$ cat src/hdl/ctp_pkg.sv
// package for the countdown timer pool: request and response types, command codes
`timescale 1ns / 1ps
`default_nettype none

package ctp_pkg;

   localparam int NUM_TIMERS_DEFAULT = 8;
   localparam int COUNT_W = 32;

   localparam logic [2:0] CMD_ALLOCATE = 3'd0;
   localparam logic [2:0] CMD_RELEASE  = 3'd1;
   localparam logic [2:0] CMD_LOAD     = 3'd2;
   localparam logic [2:0] CMD_READ     = 3'd3;
   localparam logic [2:0] CMD_TICK     = 3'd4;

   typedef struct packed {
      logic [2:0]         command;
      logic [7:0]         timer_index;
      logic [COUNT_W-1:0] load_value;
   } req_type;

   typedef struct packed {
      logic [2:0]         handle;
      logic [COUNT_W-1:0] count_value;
      logic               none_free;
      logic               rejected;
   } rsp_type;

endpackage

`default_nettype wire

$ cat src/hdl/ctp_count_ram.sv
// count memory: one write port, one registered read port, per-entry written bits
`timescale 1ns / 1ps
`default_nettype none

module ctp_count_ram
   import ctp_pkg::*;
#(
   parameter int NUM_TIMERS = NUM_TIMERS_DEFAULT,
   parameter int IDX_W = 3
) (
   input  wire logic               clock,
   input  wire logic               reset,
   input  wire logic               wr_en,
   input  wire logic [IDX_W-1:0]   wr_addr,
   input  wire logic [COUNT_W-1:0] wr_data,
   input  wire logic               rd_en,
   input  wire logic [IDX_W-1:0]   rd_addr,
   output logic      [COUNT_W-1:0] rd_data
);

   logic [COUNT_W-1:0] mem [NUM_TIMERS];
   logic [NUM_TIMERS-1:0] written_ff;
   logic [COUNT_W-1:0] rd_q_ff;
   logic rd_written_ff;

   always_ff @(posedge clock) begin
      if (wr_en) begin
         mem[wr_addr] <= wr_data;
      end
      if (rd_en) begin
         rd_q_ff <= mem[rd_addr];
      end
   end

   // entries never written read as zero, matching the reset value
   always_ff @(posedge clock) begin
      if (reset) begin
         written_ff    <= '0;
         rd_written_ff <= 1'b0;
      end else begin
         if (wr_en) begin
            written_ff[wr_addr] <= 1'b1;
         end
         if (rd_en) begin
            rd_written_ff <= written_ff[rd_addr];
         end
      end
   end

   assign rd_data = rd_written_ff ? rd_q_ff : '0;

endmodule

`default_nettype wire

$ cat src/hdl/ctp_free_bank.sv
// free marks of all timers with lowest-free search for allocate
`timescale 1ns / 1ps
`default_nettype none

module ctp_free_bank
   import ctp_pkg::*;
#(
   parameter int NUM_TIMERS = NUM_TIMERS_DEFAULT,
   parameter int IDX_W = 3
) (
   input  wire logic                  clock,
   input  wire logic                  reset,
   input  wire logic                  claim,
   input  wire logic                  release_en,
   input  wire logic [IDX_W-1:0]      release_addr,
   output logic                       any_free,
   output logic      [IDX_W-1:0]      claim_idx,
   output logic      [NUM_TIMERS-1:0] free_vec
);

   logic [NUM_TIMERS-1:0] free_ff;

   // priority encoder, lowest index wins
   always_comb begin
      claim_idx = '0;
      for (int k = NUM_TIMERS - 1; k >= 0; k--) begin
         if (free_ff[k]) begin
            claim_idx = IDX_W'(k);
         end
      end
   end

   assign any_free = |free_ff;
   assign free_vec = free_ff;

   always_ff @(posedge clock) begin
      if (reset) begin
         free_ff <= '1;
      end else if (claim && any_free) begin
         free_ff[claim_idx] <= 1'b0;
      end else if (release_en) begin
         free_ff[release_addr] <= 1'b1;
      end
   end

endmodule

`default_nettype wire

$ cat src/hdl/countdown_timer_pool_unit.sv
// countdown timer pool top level: command sequencer, tick sweep and response register
`timescale 1ns / 1ps
`default_nettype none

// usage
//   req channel carries one command (allocate, release, load, read, tick) per request;
//   rsp channel returns exactly one response per request, in request order
//   counts live in a one-port-read, one-port-write memory with a registered read port;
//   free marks live in flip-flops with a lowest-free priority encoder
//   allocate, release, load and unused codes: response in the cycle after acceptance,
//   next request may be taken the following cycle
//   read: the count goes into the memory read register, then from ST_READ into the response register
//   tick: response registered at once, then the block sweeps the count memory one
//   entry per cycle (read, then decrement and write back allocated, nonzero entries),
//   busy through ST_TICK and ST_DRAIN; the count memory port sets this pace
//   reset: all timers free, all counts zero; per-entry written bits make unwritten
//   entries read as zero, so no clearing pass is needed
//   rsp_stall holds the response register; a new request is taken only when the
//   register is empty or being taken in the same cycle

module countdown_timer_pool_unit
   import ctp_pkg::*;
#(
   parameter int NUM_TIMERS = NUM_TIMERS_DEFAULT
) (
   input  wire logic    clock,
   input  wire logic    reset,
   input  wire logic    req_valid,
   output logic         req_stall,
   input  wire req_type req_data,
   output logic         rsp_valid,
   input  wire logic    rsp_stall,
   output rsp_type      rsp_data
);

   localparam int IDX_W = (NUM_TIMERS > 1) ? $clog2(NUM_TIMERS) : 1;

   localparam logic [1:0] ST_IDLE  = 2'd0;
   localparam logic [1:0] ST_READ  = 2'd1;
   localparam logic [1:0] ST_TICK  = 2'd2;
   localparam logic [1:0] ST_DRAIN = 2'd3;

   logic [1:0] state_ff, state_in;
   logic [IDX_W-1:0] sweep_ff, sweep_in;
   logic wb_valid_ff;
   logic [IDX_W-1:0] wb_addr_ff;
   logic rsp_valid_ff, rsp_valid_in;
   rsp_type rsp_data_ff, rsp_data_in;

   // memory and free bank controls
   logic               wr_en;
   logic [IDX_W-1:0]   wr_addr;
   logic [COUNT_W-1:0] wr_data;
   logic               rd_en;
   logic [IDX_W-1:0]   rd_addr;
   logic [COUNT_W-1:0] rd_data;
   logic               claim;
   logic               release_en;
   logic               any_free;
   logic [IDX_W-1:0]   claim_idx;
   logic [NUM_TIMERS-1:0] free_vec;

   logic accept;
   logic in_range;
   logic [IDX_W-1:0] req_addr;
   logic push;
   rsp_type push_data;

   ctp_count_ram #(
      .NUM_TIMERS (NUM_TIMERS),
      .IDX_W      (IDX_W)
   ) u_count_ram (
      .clock   (clock),
      .reset   (reset),
      .wr_en   (wr_en),
      .wr_addr (wr_addr),
      .wr_data (wr_data),
      .rd_en   (rd_en),
      .rd_addr (rd_addr),
      .rd_data (rd_data)
   );

   ctp_free_bank #(
      .NUM_TIMERS (NUM_TIMERS),
      .IDX_W      (IDX_W)
   ) u_free_bank (
      .clock        (clock),
      .reset        (reset),
      .claim        (claim),
      .release_en   (release_en),
      .release_addr (req_addr),
      .any_free     (any_free),
      .claim_idx    (claim_idx),
      .free_vec     (free_vec)
   );

   // take a request only when idle and the response slot frees up
   assign req_stall = (state_ff != ST_IDLE) || (rsp_valid_ff && rsp_stall);
   assign accept    = req_valid && !req_stall;
   assign in_range  = {1'b0, req_data.timer_index} < 9'(NUM_TIMERS);
   assign req_addr  = req_data.timer_index[IDX_W-1:0];

   assign claim      = accept && (req_data.command == CMD_ALLOCATE);
   assign release_en = accept && (req_data.command == CMD_RELEASE) && in_range;

   always_comb begin
      state_in  = state_ff;
      sweep_in  = sweep_ff;
      wr_en     = 1'b0;
      wr_addr   = req_addr;
      wr_data   = req_data.load_value;
      rd_en     = 1'b0;
      rd_addr   = req_addr;
      push      = 1'b0;
      push_data = '0;

      case (state_ff)
         ST_IDLE: begin
            if (accept) begin
               push = 1'b1;
               case (req_data.command)
                  CMD_ALLOCATE: begin
                     push_data.none_free = !any_free;
                     push_data.handle    = any_free ? 3'(claim_idx) : 3'd0;
                  end
                  CMD_RELEASE: begin
                     push_data.rejected = !in_range;
                  end
                  CMD_LOAD: begin
                     // load of a free timer is refused
                     if (in_range && !free_vec[req_addr]) begin
                        wr_en = 1'b1;
                     end else begin
                        push_data.rejected = 1'b1;
                     end
                  end
                  CMD_READ: begin
                     if (in_range) begin
                        // response waits for the memory read
                        push     = 1'b0;
                        rd_en    = 1'b1;
                        state_in = ST_READ;
                     end else begin
                        push_data.rejected = 1'b1;
                     end
                  end
                  CMD_TICK: begin
                     sweep_in = '0;
                     state_in = ST_TICK;
                  end
                  default: begin
                  end
               endcase
            end
         end
         ST_READ: begin
            push                  = 1'b1;
            push_data.count_value = rd_data;
            state_in              = ST_IDLE;
         end
         ST_TICK: begin
            rd_en   = 1'b1;
            rd_addr = sweep_ff;
            if (sweep_ff == IDX_W'(NUM_TIMERS - 1)) begin
               state_in = ST_DRAIN;
            end else begin
               sweep_in = sweep_ff + 1'b1;
            end
         end
         ST_DRAIN: begin
            state_in = ST_IDLE;
         end
         default: begin
            state_in = ST_IDLE;
         end
      endcase

      // tick write-back, one entry behind the read; addresses never collide
      if (wb_valid_ff) begin
         wr_addr = wb_addr_ff;
         wr_data = rd_data - 1'b1;
         wr_en   = !free_vec[wb_addr_ff] && (rd_data != '0);
      end
   end

   // response register
   always_comb begin
      rsp_valid_in = rsp_valid_ff;
      rsp_data_in  = rsp_data_ff;
      if (push) begin
         rsp_valid_in = 1'b1;
         rsp_data_in  = push_data;
      end else if (rsp_valid_ff && !rsp_stall) begin
         rsp_valid_in = 1'b0;
      end
   end

   always_ff @(posedge clock) begin
      if (reset) begin
         state_ff     <= ST_IDLE;
         sweep_ff     <= '0;
         wb_valid_ff  <= 1'b0;
         rsp_valid_ff <= 1'b0;
      end else begin
         state_ff     <= state_in;
         sweep_ff     <= sweep_in;
         wb_valid_ff  <= (state_ff == ST_TICK);
         rsp_valid_ff <= rsp_valid_in;
      end
   end

   always_ff @(posedge clock) begin
      wb_addr_ff  <= sweep_ff;
      rsp_data_ff <= rsp_data_in;
   end

   assign rsp_valid = rsp_valid_ff;
   assign rsp_data  = rsp_data_ff;

endmodule

`default_nettype wire
$ cat config.mk
export PLATFORM = sky130hd
export DESIGN_NAME = countdown_timer_pool_unit
export DESIGN_NICKNAME = d
export VERILOG_FILES = /design/src/hdl/ctp_pkg.sv /design/src/hdl/ctp_count_ram.sv /design/src/hdl/ctp_free_bank.sv /design/src/hdl/countdown_timer_pool_unit.sv
export SDC_FILE = /design/constraint.sdc
export NUM_CORES = 1
export LEC_CHECK = 0
export BUFFER_PORTS_ARGS = -buffer_cell sky130_fd_sc_hd__buf_2
export CELL_PAD_IN_SITES_DETAIL_PLACEMENT = 2
export CELL_PAD_IN_SITES_GLOBAL_PLACEMENT = 2
export CORE_ASPECT_RATIO = 2
export CORE_UTILIZATION = 38
export CTS_BUF_LIST = sky130_fd_sc_hd__clkbuf_4
export DETAILED_ROUTE_END_ITERATION = 10
export PLACE_DENSITY = 0.65
export RECOVER_POWER = 100
export SLEW_MARGIN = 20
export SYNTH_ARGS = -nofsm -noshare
export SYNTH_HDL_FRONTEND = slang
export SYNTH_SLANG_ARGS = --single-unit
$ cat constraint.sdc
create_clock -name clock -period 5.6 [get_ports clock]
set_input_delay 0.28 -clock clock [delete_from_list [all_inputs] [get_ports clock]]
set_output_delay 0.28 -clock clock [all_outputs]
set_load 0.01 [all_outputs]
==> metrics.md, run 1 <==
| Metric | Value |
|---|---|
| Yosys top cell by area | edfxtp_1 |
| Mapped cell area | 14,600 µm² |
| Psw | 0.00126 W |
| Post-Synth Adder-Cell Area | less than 1% |
| DP Cell Count | roughly 1,400 |
| Ranking of synthesized cells by area | edfxtp_1 67%, mux4_2 11%, dfxtp_1 3.7%, mux2_2 2.5%, nor2_1 1.7% |
| CTS tree | done |
| Slowest stage cell on the critical path | clkbuf_1 |
| Post-synthesis cell count | approximately 870 |
| Setup WS pre-CTS | about 1.9 ns |
| Failing checks | capacitance limit, slew limit |
| Root buffer cell | clkbuf_4 |
| Slew headroom | -95.8% |
| Clk buf depth | 3 |
| Mux cell area share after synthesis | approximately 14% |
| Final TNS setup | 0 ns |
| Port Buffers | 85 |
| Count of cell types in the netlist | a little under 60 |
| Num rows | approximately 100 |
| Logic pwr share | ~6.1% |
| Setup bufs post-CTS | 0 |
| H-tree depth | 3 |
| Crit share post-route | just under 80% |
| Initial Util | ~39% |
| Die width | about 140 µm |
| Vias in the first global route | 9,775 |
| FF+latch count, synth | 352 |
| Routability cong. | roughly 0.74 |
| CP max FO | between 40 and 50 |
| Min-Delay Path Depth | 2 |
| Xor/xnor share of the synthesized area | 1.20% |
| Post-route cell area | 16,900 µm² |
| R2r startpoint | wb_valid_ff |
| Post-route DRC | 0 |
| Detail Placement HPWL | between 20,000 and 30,000 µm |
| Layout Nets | 1,076 |
| Initial antenna violation count | 1 |
| Die Y | between 200 and 300 µm |
| Worst Setup EP | u_count_ram.mem[3][22] |
| Largest net degree at the start of global routing | 66 |
| Setup crit start | wb_valid_ff |
| Final Max Slew Viols | ~220 |
| Crit path kind | flip-flop to flip-flop |
| First-pass DRT Iterations | 5 |
| Most used DFF post-synth | edfxtp_1 |
| Critical Path Start Type | flip-flop |
| Pwr/cell area | about 320 nW/µm² |
| Post-synth EDFFs | 325 |
| Setup WS post-layout | 1.21 ns |
| Yosys top cell area share | between 60% and 70% |
| P_leak | 5.50 nW |
| P_int | approximately 0.0042 W |
| Switching Share | 23.0% |
| Final hold violations | 0 |
| CP Data Required Time | roughly 6 ns |
| Final Critical Period | 4.39 ns |
| Maximum vdd drop | 145 µV |
| Delay of the slowest critical-path stage | 2.06 ns |
| Most frequent cell after synthesis | edfxtp_1 |
| Reg power frac | 53.5% |
| Max cap viols | 5 |
| Worst setup EP type | flip-flop |
| Core area | ~38,000 µm² |
| Overall global routing resource usage | a little over a fifth |
| Fmax | around 230 MHz |
| RSZ-0062 raised after global routing | no |
| Iter 0 DRT Violations | around 390 |
| Complex-gate fraction of the synthesized area | approximately 4.9% |
| Class of the worst hold path | primary input to flip-flop |
| Top cells by count, synth | 325 x edfxtp_1, 70 x mux4_2, 66 x nor2_1, 45 x nand2_1, 36 x a21oi_1 |
| Final setup viols | 0 |
| DRT Wirelength | 40,900 µm |
| Final ANT Viol Nets | 0 |
| Mean cell area of the mapped netlist | 16.9 µm² |
| Worst-Skew Late Latency | around 0.80 ns |
| # IOs | 86 |
| Layout cells sized above 1 | between 20 and 30% |
| CTS Sinks | about 350 |
| WL/cell | ~26 µm |
| Non-Filler Instances | about 1,600 |
| Register area share after synthesis | 70.4% |
| Critical Path Most Common Cell | nand2_1 |
| Largest family of logic cells by synthesized area | multiplexers |
| Syn nets | between 900 and 1,000 |
| Status | finished, violations left |
| R2R Path End | u_count_ram.mem[3][22] |
| Reg2Reg Setup Slack | between 1 and 1.5 ns |
| Async SR Flop Fraction | 0% |
| Clk_skew | ~0.065 ns |
| Vias per cell | 5.52 |
| Clock transition at path regs | ~0.08 ns |
| Yosys warning total | 0 |
| Post-Synth Simple-Gate Area | under 10% |
| First-pass GRT wire length | approximately 61,000 µm |
| Worst slew pin tran | between 2 and 3 ns |
| CP arrival | between 4 and 5 ns |
| Via count | roughly 8,600 |
| Hold WS | just over 0.06 ns |
| Grt total ovfl | 0 |
| Placed instance area | between 15,000 and 20,000 µm² |
| Area Overhead vs Synth | 15.3% |
| Worst Reg-to-Reg Cells | 6 |
| Clk pwr share | approximately 40% |
| Cell breakdown of the critical path | clkbuf_1 -> nand2_1 -> o22ai_1 -> nand2_1 -> nor2_4 -> buf_4 |
| Die area | a little under 40,000 µm² |
| Num CTS Buffers | 79 |
power by group through the flow:
| stage | logic (W) | registers [W] | clock network [W] |
|---|---|---|---|
| 2_1_floorplan | 0.000198 | 0.00299 | 0 |
| 3_3_place_gp | 0.000324 | 0.00298 | 0 |
| 3_5_place_dp | 0.000333 | 0.00298 | 0 |
| 4_1_cts | 0.000346 | 0.00293 | 0.00229 |
| 5_1_grt | 0.000362 | 0.00293 | 0.00239 |
| 6_report | 0.000333 | 0.00293 | 0.00221 |
how the worst min path moves through the flow:
stage | startpoint | end | slack [ns]
after detailed placement | sweep_ff[0] | wb_addr_ff[0] | 0.45
after global placement | sweep_ff[1] | wb_addr_ff[1] | 0.44
after CTS | req_data[20] | u_count_ram.mem[5][20] | 0.001
after global routing | req_data[20] | u_count_ram.mem[5][20] | 0.02
final | req_data[20] | u_count_ram.mem[5][20] | 0.06
after floorplan | sweep_ff[1] | wb_addr_ff[1] | 0.37
sequential cells by signal, indices dropped and copies added, names as in the netlist:
signal,count
rsp_valid,1
u_count_ram.written_ff,8
u_count_ram.mem,256
u_free_bank.free_vec,8
rsp_data,37
wb_addr_ff,3
wb_valid_ff,1
state_ff,2
u_count_ram.rd_written_ff,1
sweep_ff,3
u_count_ram.rd_q_ff,32
layer usage:
metal / GRT usage (%) / part of all wire (%) / vias to the layer above
met1: 22.7 / 36 / 4480
met4: 9.62 / 3.4 / 0
met3: 3.68 / 3.6 / 92
met5: 0 / 0 / -
met2: 42.1 / 57 / 213
li1: - / - / 3768
cells in the final DEF (no fill, tap or decap), types with 6 or more instances in the layout:
cell type,n
inv_1,20
o21ai_0,8
o22ai_1,6
buf_2,46
mux4_2,70
edfxtp_1,325
clkbuf_1,41
mux2_2,31
a21oi_1,36
nor2_4,6
dlygate4sd3_1,18
xor2_1,11
and2_0,24
nand2b_1,13
clkinv_1,16
and2_1,9
nor4_1,11
nor2_1,59
clkbuf_4,114
buf_4,12
or4_1,6
nand2_1,45
nor3_1,6
a31oi_1,6
dfxtp_1,27
xnor2_1,9
nand3_1,6
cells by family after synthesis:
kind of cell	after synthesis
AOI/OAI and AO/OA	104
xor gates and xnor gates	20
DFF	352
buffers and inverters	60
muxes	110
and+or+nand+nor	217
adders and majority gates	3
cell type report:
type	count	area [µm²]
flip-flops and latches	352	10300
clock buffers	114	856
inverters	20	75.1
diodes	3	7.51
clock inverters	25	233
fillers	3670	21000
multi-input cells	454	4150
well taps	463	579
repair buffers	119	679
critical path, delay by kind of cell (launching register included):
kind | cells | cell delay [ns]
buffers and inverters | 2 | 2.58
and+or+nand+nor | 3 | 0.53
AOI/OAI and AO/OA | 1 | 0.51
DFF | 1 | 0.33
metrics by stage:
| stage | total power (W) | utilization [%] |
|---|---|---|
| after floorplan | 0.00318 | - |
| after global placement | 0.00331 | 41.4 |
| after detailed placement | 0.00332 | 41.4 |
| after CTS | 0.00556 | 44.8 |
| after global routing | 0.00568 | 44.5 |
| final | 0.00547 | 44.5 |
repair_timing:
action                    in CTS  in global routing
hold endpoints to repair      84                  0
resized for setup              0                  0
hold buffers                  18                  0
(Power assumes the default switching activity.)
==> inputs of run 2 (changes only) <==
==> constraint.sdc (replaced) <==
create_clock -name clock -period 4.5 [get_ports clock]
set_input_delay 0.225 -clock clock [delete_from_list [all_inputs] [get_ports clock]]
set_output_delay 0.225 -clock clock [all_outputs]
set_load 0.01 [all_outputs]
==> run 2 against run 1 <==
The run still ends with capacitance limit, slew limit left. Register-to-register slack worse by 0.44 ns. Combinational power up 26%. Maximum frequency up 18%. Non-clock buffer count up 28. Clock power up 18%. Final cell count up 2.6%. Worst hold slack worse by 0.025 ns. Wire length down 3.2%.
==> metrics.md, run 2 (synthesis results as in run 1) <==
| Metric | Value |
|---|---|
| Detail Placement HPWL | 24,900 µm (-2.3%) |
| Failing checks | capacitance limit, slew limit |
| Grt total ovfl | 0 (unchanged) |
| Num CTS Buffers | 83 (+5.1%) |
| Final hold violations | 0 (unchanged) |
| Fmax | 268 MHz (+18%) |
| Status | finished, violations left |
| Die Y | 280 µm (unchanged) |
| Vias in the first global route | 9,702 (-0.75%) |
| Crit share post-route | 82.9% (+4.5 points) |
| Max cap viols | 3 (-2) |
| Die width | 141 µm (unchanged) |
| Largest Register | u_count_ram.mem |
| CTS Sinks | 352 (unchanged) |
| Class of the worst hold path | primary input to flip-flop |
| Setup bufs post-CTS | 0 (unchanged) |
| Overall global routing resource usage | 21.1% (-0.67 points) |
| Resized cells post-CTS | 0 (unchanged) |
| Post-layout power | 0.00666 W (+22%) |
| CTS tree | done |
| First-pass DRT Iterations | 4 (-1) |
| Maximum vdd drop | 227 µV (+57%) |
| DRT Wirelength | 39,600 µm (-3.2%) |
| Layout cells sized above 1 | 28.1% (-0.10 points) |
| DP Cell Count | 1,401 (+0.79%) |
| P_leak | 5.60 nW (+1.7%) |
| Port Buffers | 85 (unchanged) |
| CP arrival | 4.04 ns (-0.73 ns) |
| Routability cong. | 0.766 (+3.0%) |
| Area Overhead vs Synth | 16.7% |
| Final ANT Viol Nets | 0 (unchanged) |
| Commonest non-fill, non-tap cells in the layout | 325 x edfxtp_1, 122 x clkbuf_4, 70 x mux4_2 |
| Final setup viols | 0 (unchanged) |
| Clk buf depth | 3 (unchanged) |
| Worst-Skew Late Latency | 0.78 ns (-0.02 ns) |
| H-tree depth | 3 (unchanged) |
| Root buffer cell | clkbuf_4 |
| Slew headroom | -26.1% (+70 points) |
| CP Data Required Time | 4.81 ns (-1.17 ns) |
| Die area | 39,300 µm² (unchanged) |
| Initial Util | 38.6% (unchanged) |
| Final Max Slew Viols | 70 (-68%) |
| Vias per cell | 5.40 (-2.1%) |
| Worst slew pin tran | 1.89 ns (-1.05 ns) |
| Post-route DRC | 0 (unchanged) |
| Clock transition at path regs | 0.07 ns (about the same) |
| Initial antenna violation count | 1 (unchanged) |
| Layout Nets | 1,108 (+3.0%) |
| Via count | 8,592 (+0.46%) |
| RSZ-0062 raised after global routing | no |
| Reg2Reg Setup Slack | 0.77 ns (-0.44 ns) |
| Num rows | 101 (unchanged) |
| Crit path kind | flip-flop to flip-flop |
| WL/cell | 24.9 µm (-5.7%) |
| Pwr/cell area | 390 nW/µm² (+20%) |
| # IOs | 86 (unchanged) |
| Worst setup EP type | flip-flop |
| CTS Hold Bufs | 35 (+17) |
| Critical Path Start Type | flip-flop |
| Largest net degree at the start of global routing | 67 (+1.5%) |
| Clk_skew | 0.0618 ns (-0.00347 ns) |
| Non-Filler Instances | 1,591 (+2.6%) |
| Core area | 37,900 µm² (unchanged) |
| First-pass GRT wire length | 59,400 µm (-2.8%) |
| Final Critical Period | 3.73 ns (-0.662 ns) |
| Iter 0 DRT Violations | 300 (-23%) |
| Commonest non-fill, non-tap cell in the layout | edfxtp_1 |
| CP max FO | 17 (-65%) |
| Max reg flops | 256 (unchanged) |
==> run 2: cell count changes in the layout (fill, tap and decap cells not counted), moves of 2 or more <==
cell,before,now
buf_4,12,15
clkinv_1,16,21
dlygate4sd3_1,18,35
clkbuf_1,41,48
diode_2,3,1
inv_2,1,4
clkinv_2,2,6
mux2_1,2,5
and2_0,24,26
clkbuf_4,114,122
mux2_2,31,28
and2_1,9,7
bufinv_16,5,1
==> run 2: critical path, cell delays in order (launching register included) <==
cell and delay, ns:
dfxtp_1 0.38, clkbuf_1 0.60, inv_1 0.33, nor2_1 0.22, clkbuf_1 1.14, a31oi_1 0.60
==> run 2: final cells by class <==
| cell class | count | area [µm²] |
|---|---|---|
| antenna | 1 | 2.50 |
| clock buffer | 121 | 908 |
| clock inverter | 33 | 161 |
| fill | 3697 | 20800 |
| inverter | 20 | 75.1 |
| multi-input combinational | 454 | 4140 |
| sequential | 352 | 10300 |
| tap | 463 | 579 |
| timing repair buffer | 147 | 906 |
==> run 2: stage by stage <==
stage	worst slack [ns]	utilization, %	area [µm²]	setup TNS (ns)	hold WS, ns
final	0.768	45.0	17100	0	0.0370
after detailed placement	0.952	41.6	15800	0	0.441
after CTS	0.922	45.4	17200	0	0.00442
after global placement	0.967	41.6	15800	0	0.445
after global routing	0.652	45.0	17100	0	0.0173
after floorplan	-0.369	-	14600	-23.60	0.367
==> run 2: final timing paths <==
check                                          startpoint                      to  cells after the start
worst min-delay path                         req_data[25]  u_count_ram.mem[7][25]                      3
worst max-delay path            u_count_ram.rd_written_ff   u_count_ram.mem[6][5]                      5
worst max register to register  u_count_ram.rd_written_ff   u_count_ram.mem[6][5]                      5
worst min register to register                sweep_ff[1]           wb_addr_ff[1]                      0
==> run 2: where the power goes <==
part / switching [W] / total (W) / internal (W)
registers: 0.0000188 / 0.00364 / 0.00362
logic: 0.000246 / 0.000421 / 0.000174
clock network: 0.00130 / 0.00260 / 0.00130
==> run 2: routing by layer <==
| layer | routed length [µm] | GRT usage [%] | vias up |
|---|---|---|---|
| met5 | 0 | 0 | - |
| met3 | 1330 | 3.68 | 70 |
| li1 | - | - | 3855 |
| met1 | 14300 | 21.6 | 4486 |
| met2 | 22800 | 41.1 | 181 |
| met4 | 1200 | 9.17 | 0 |
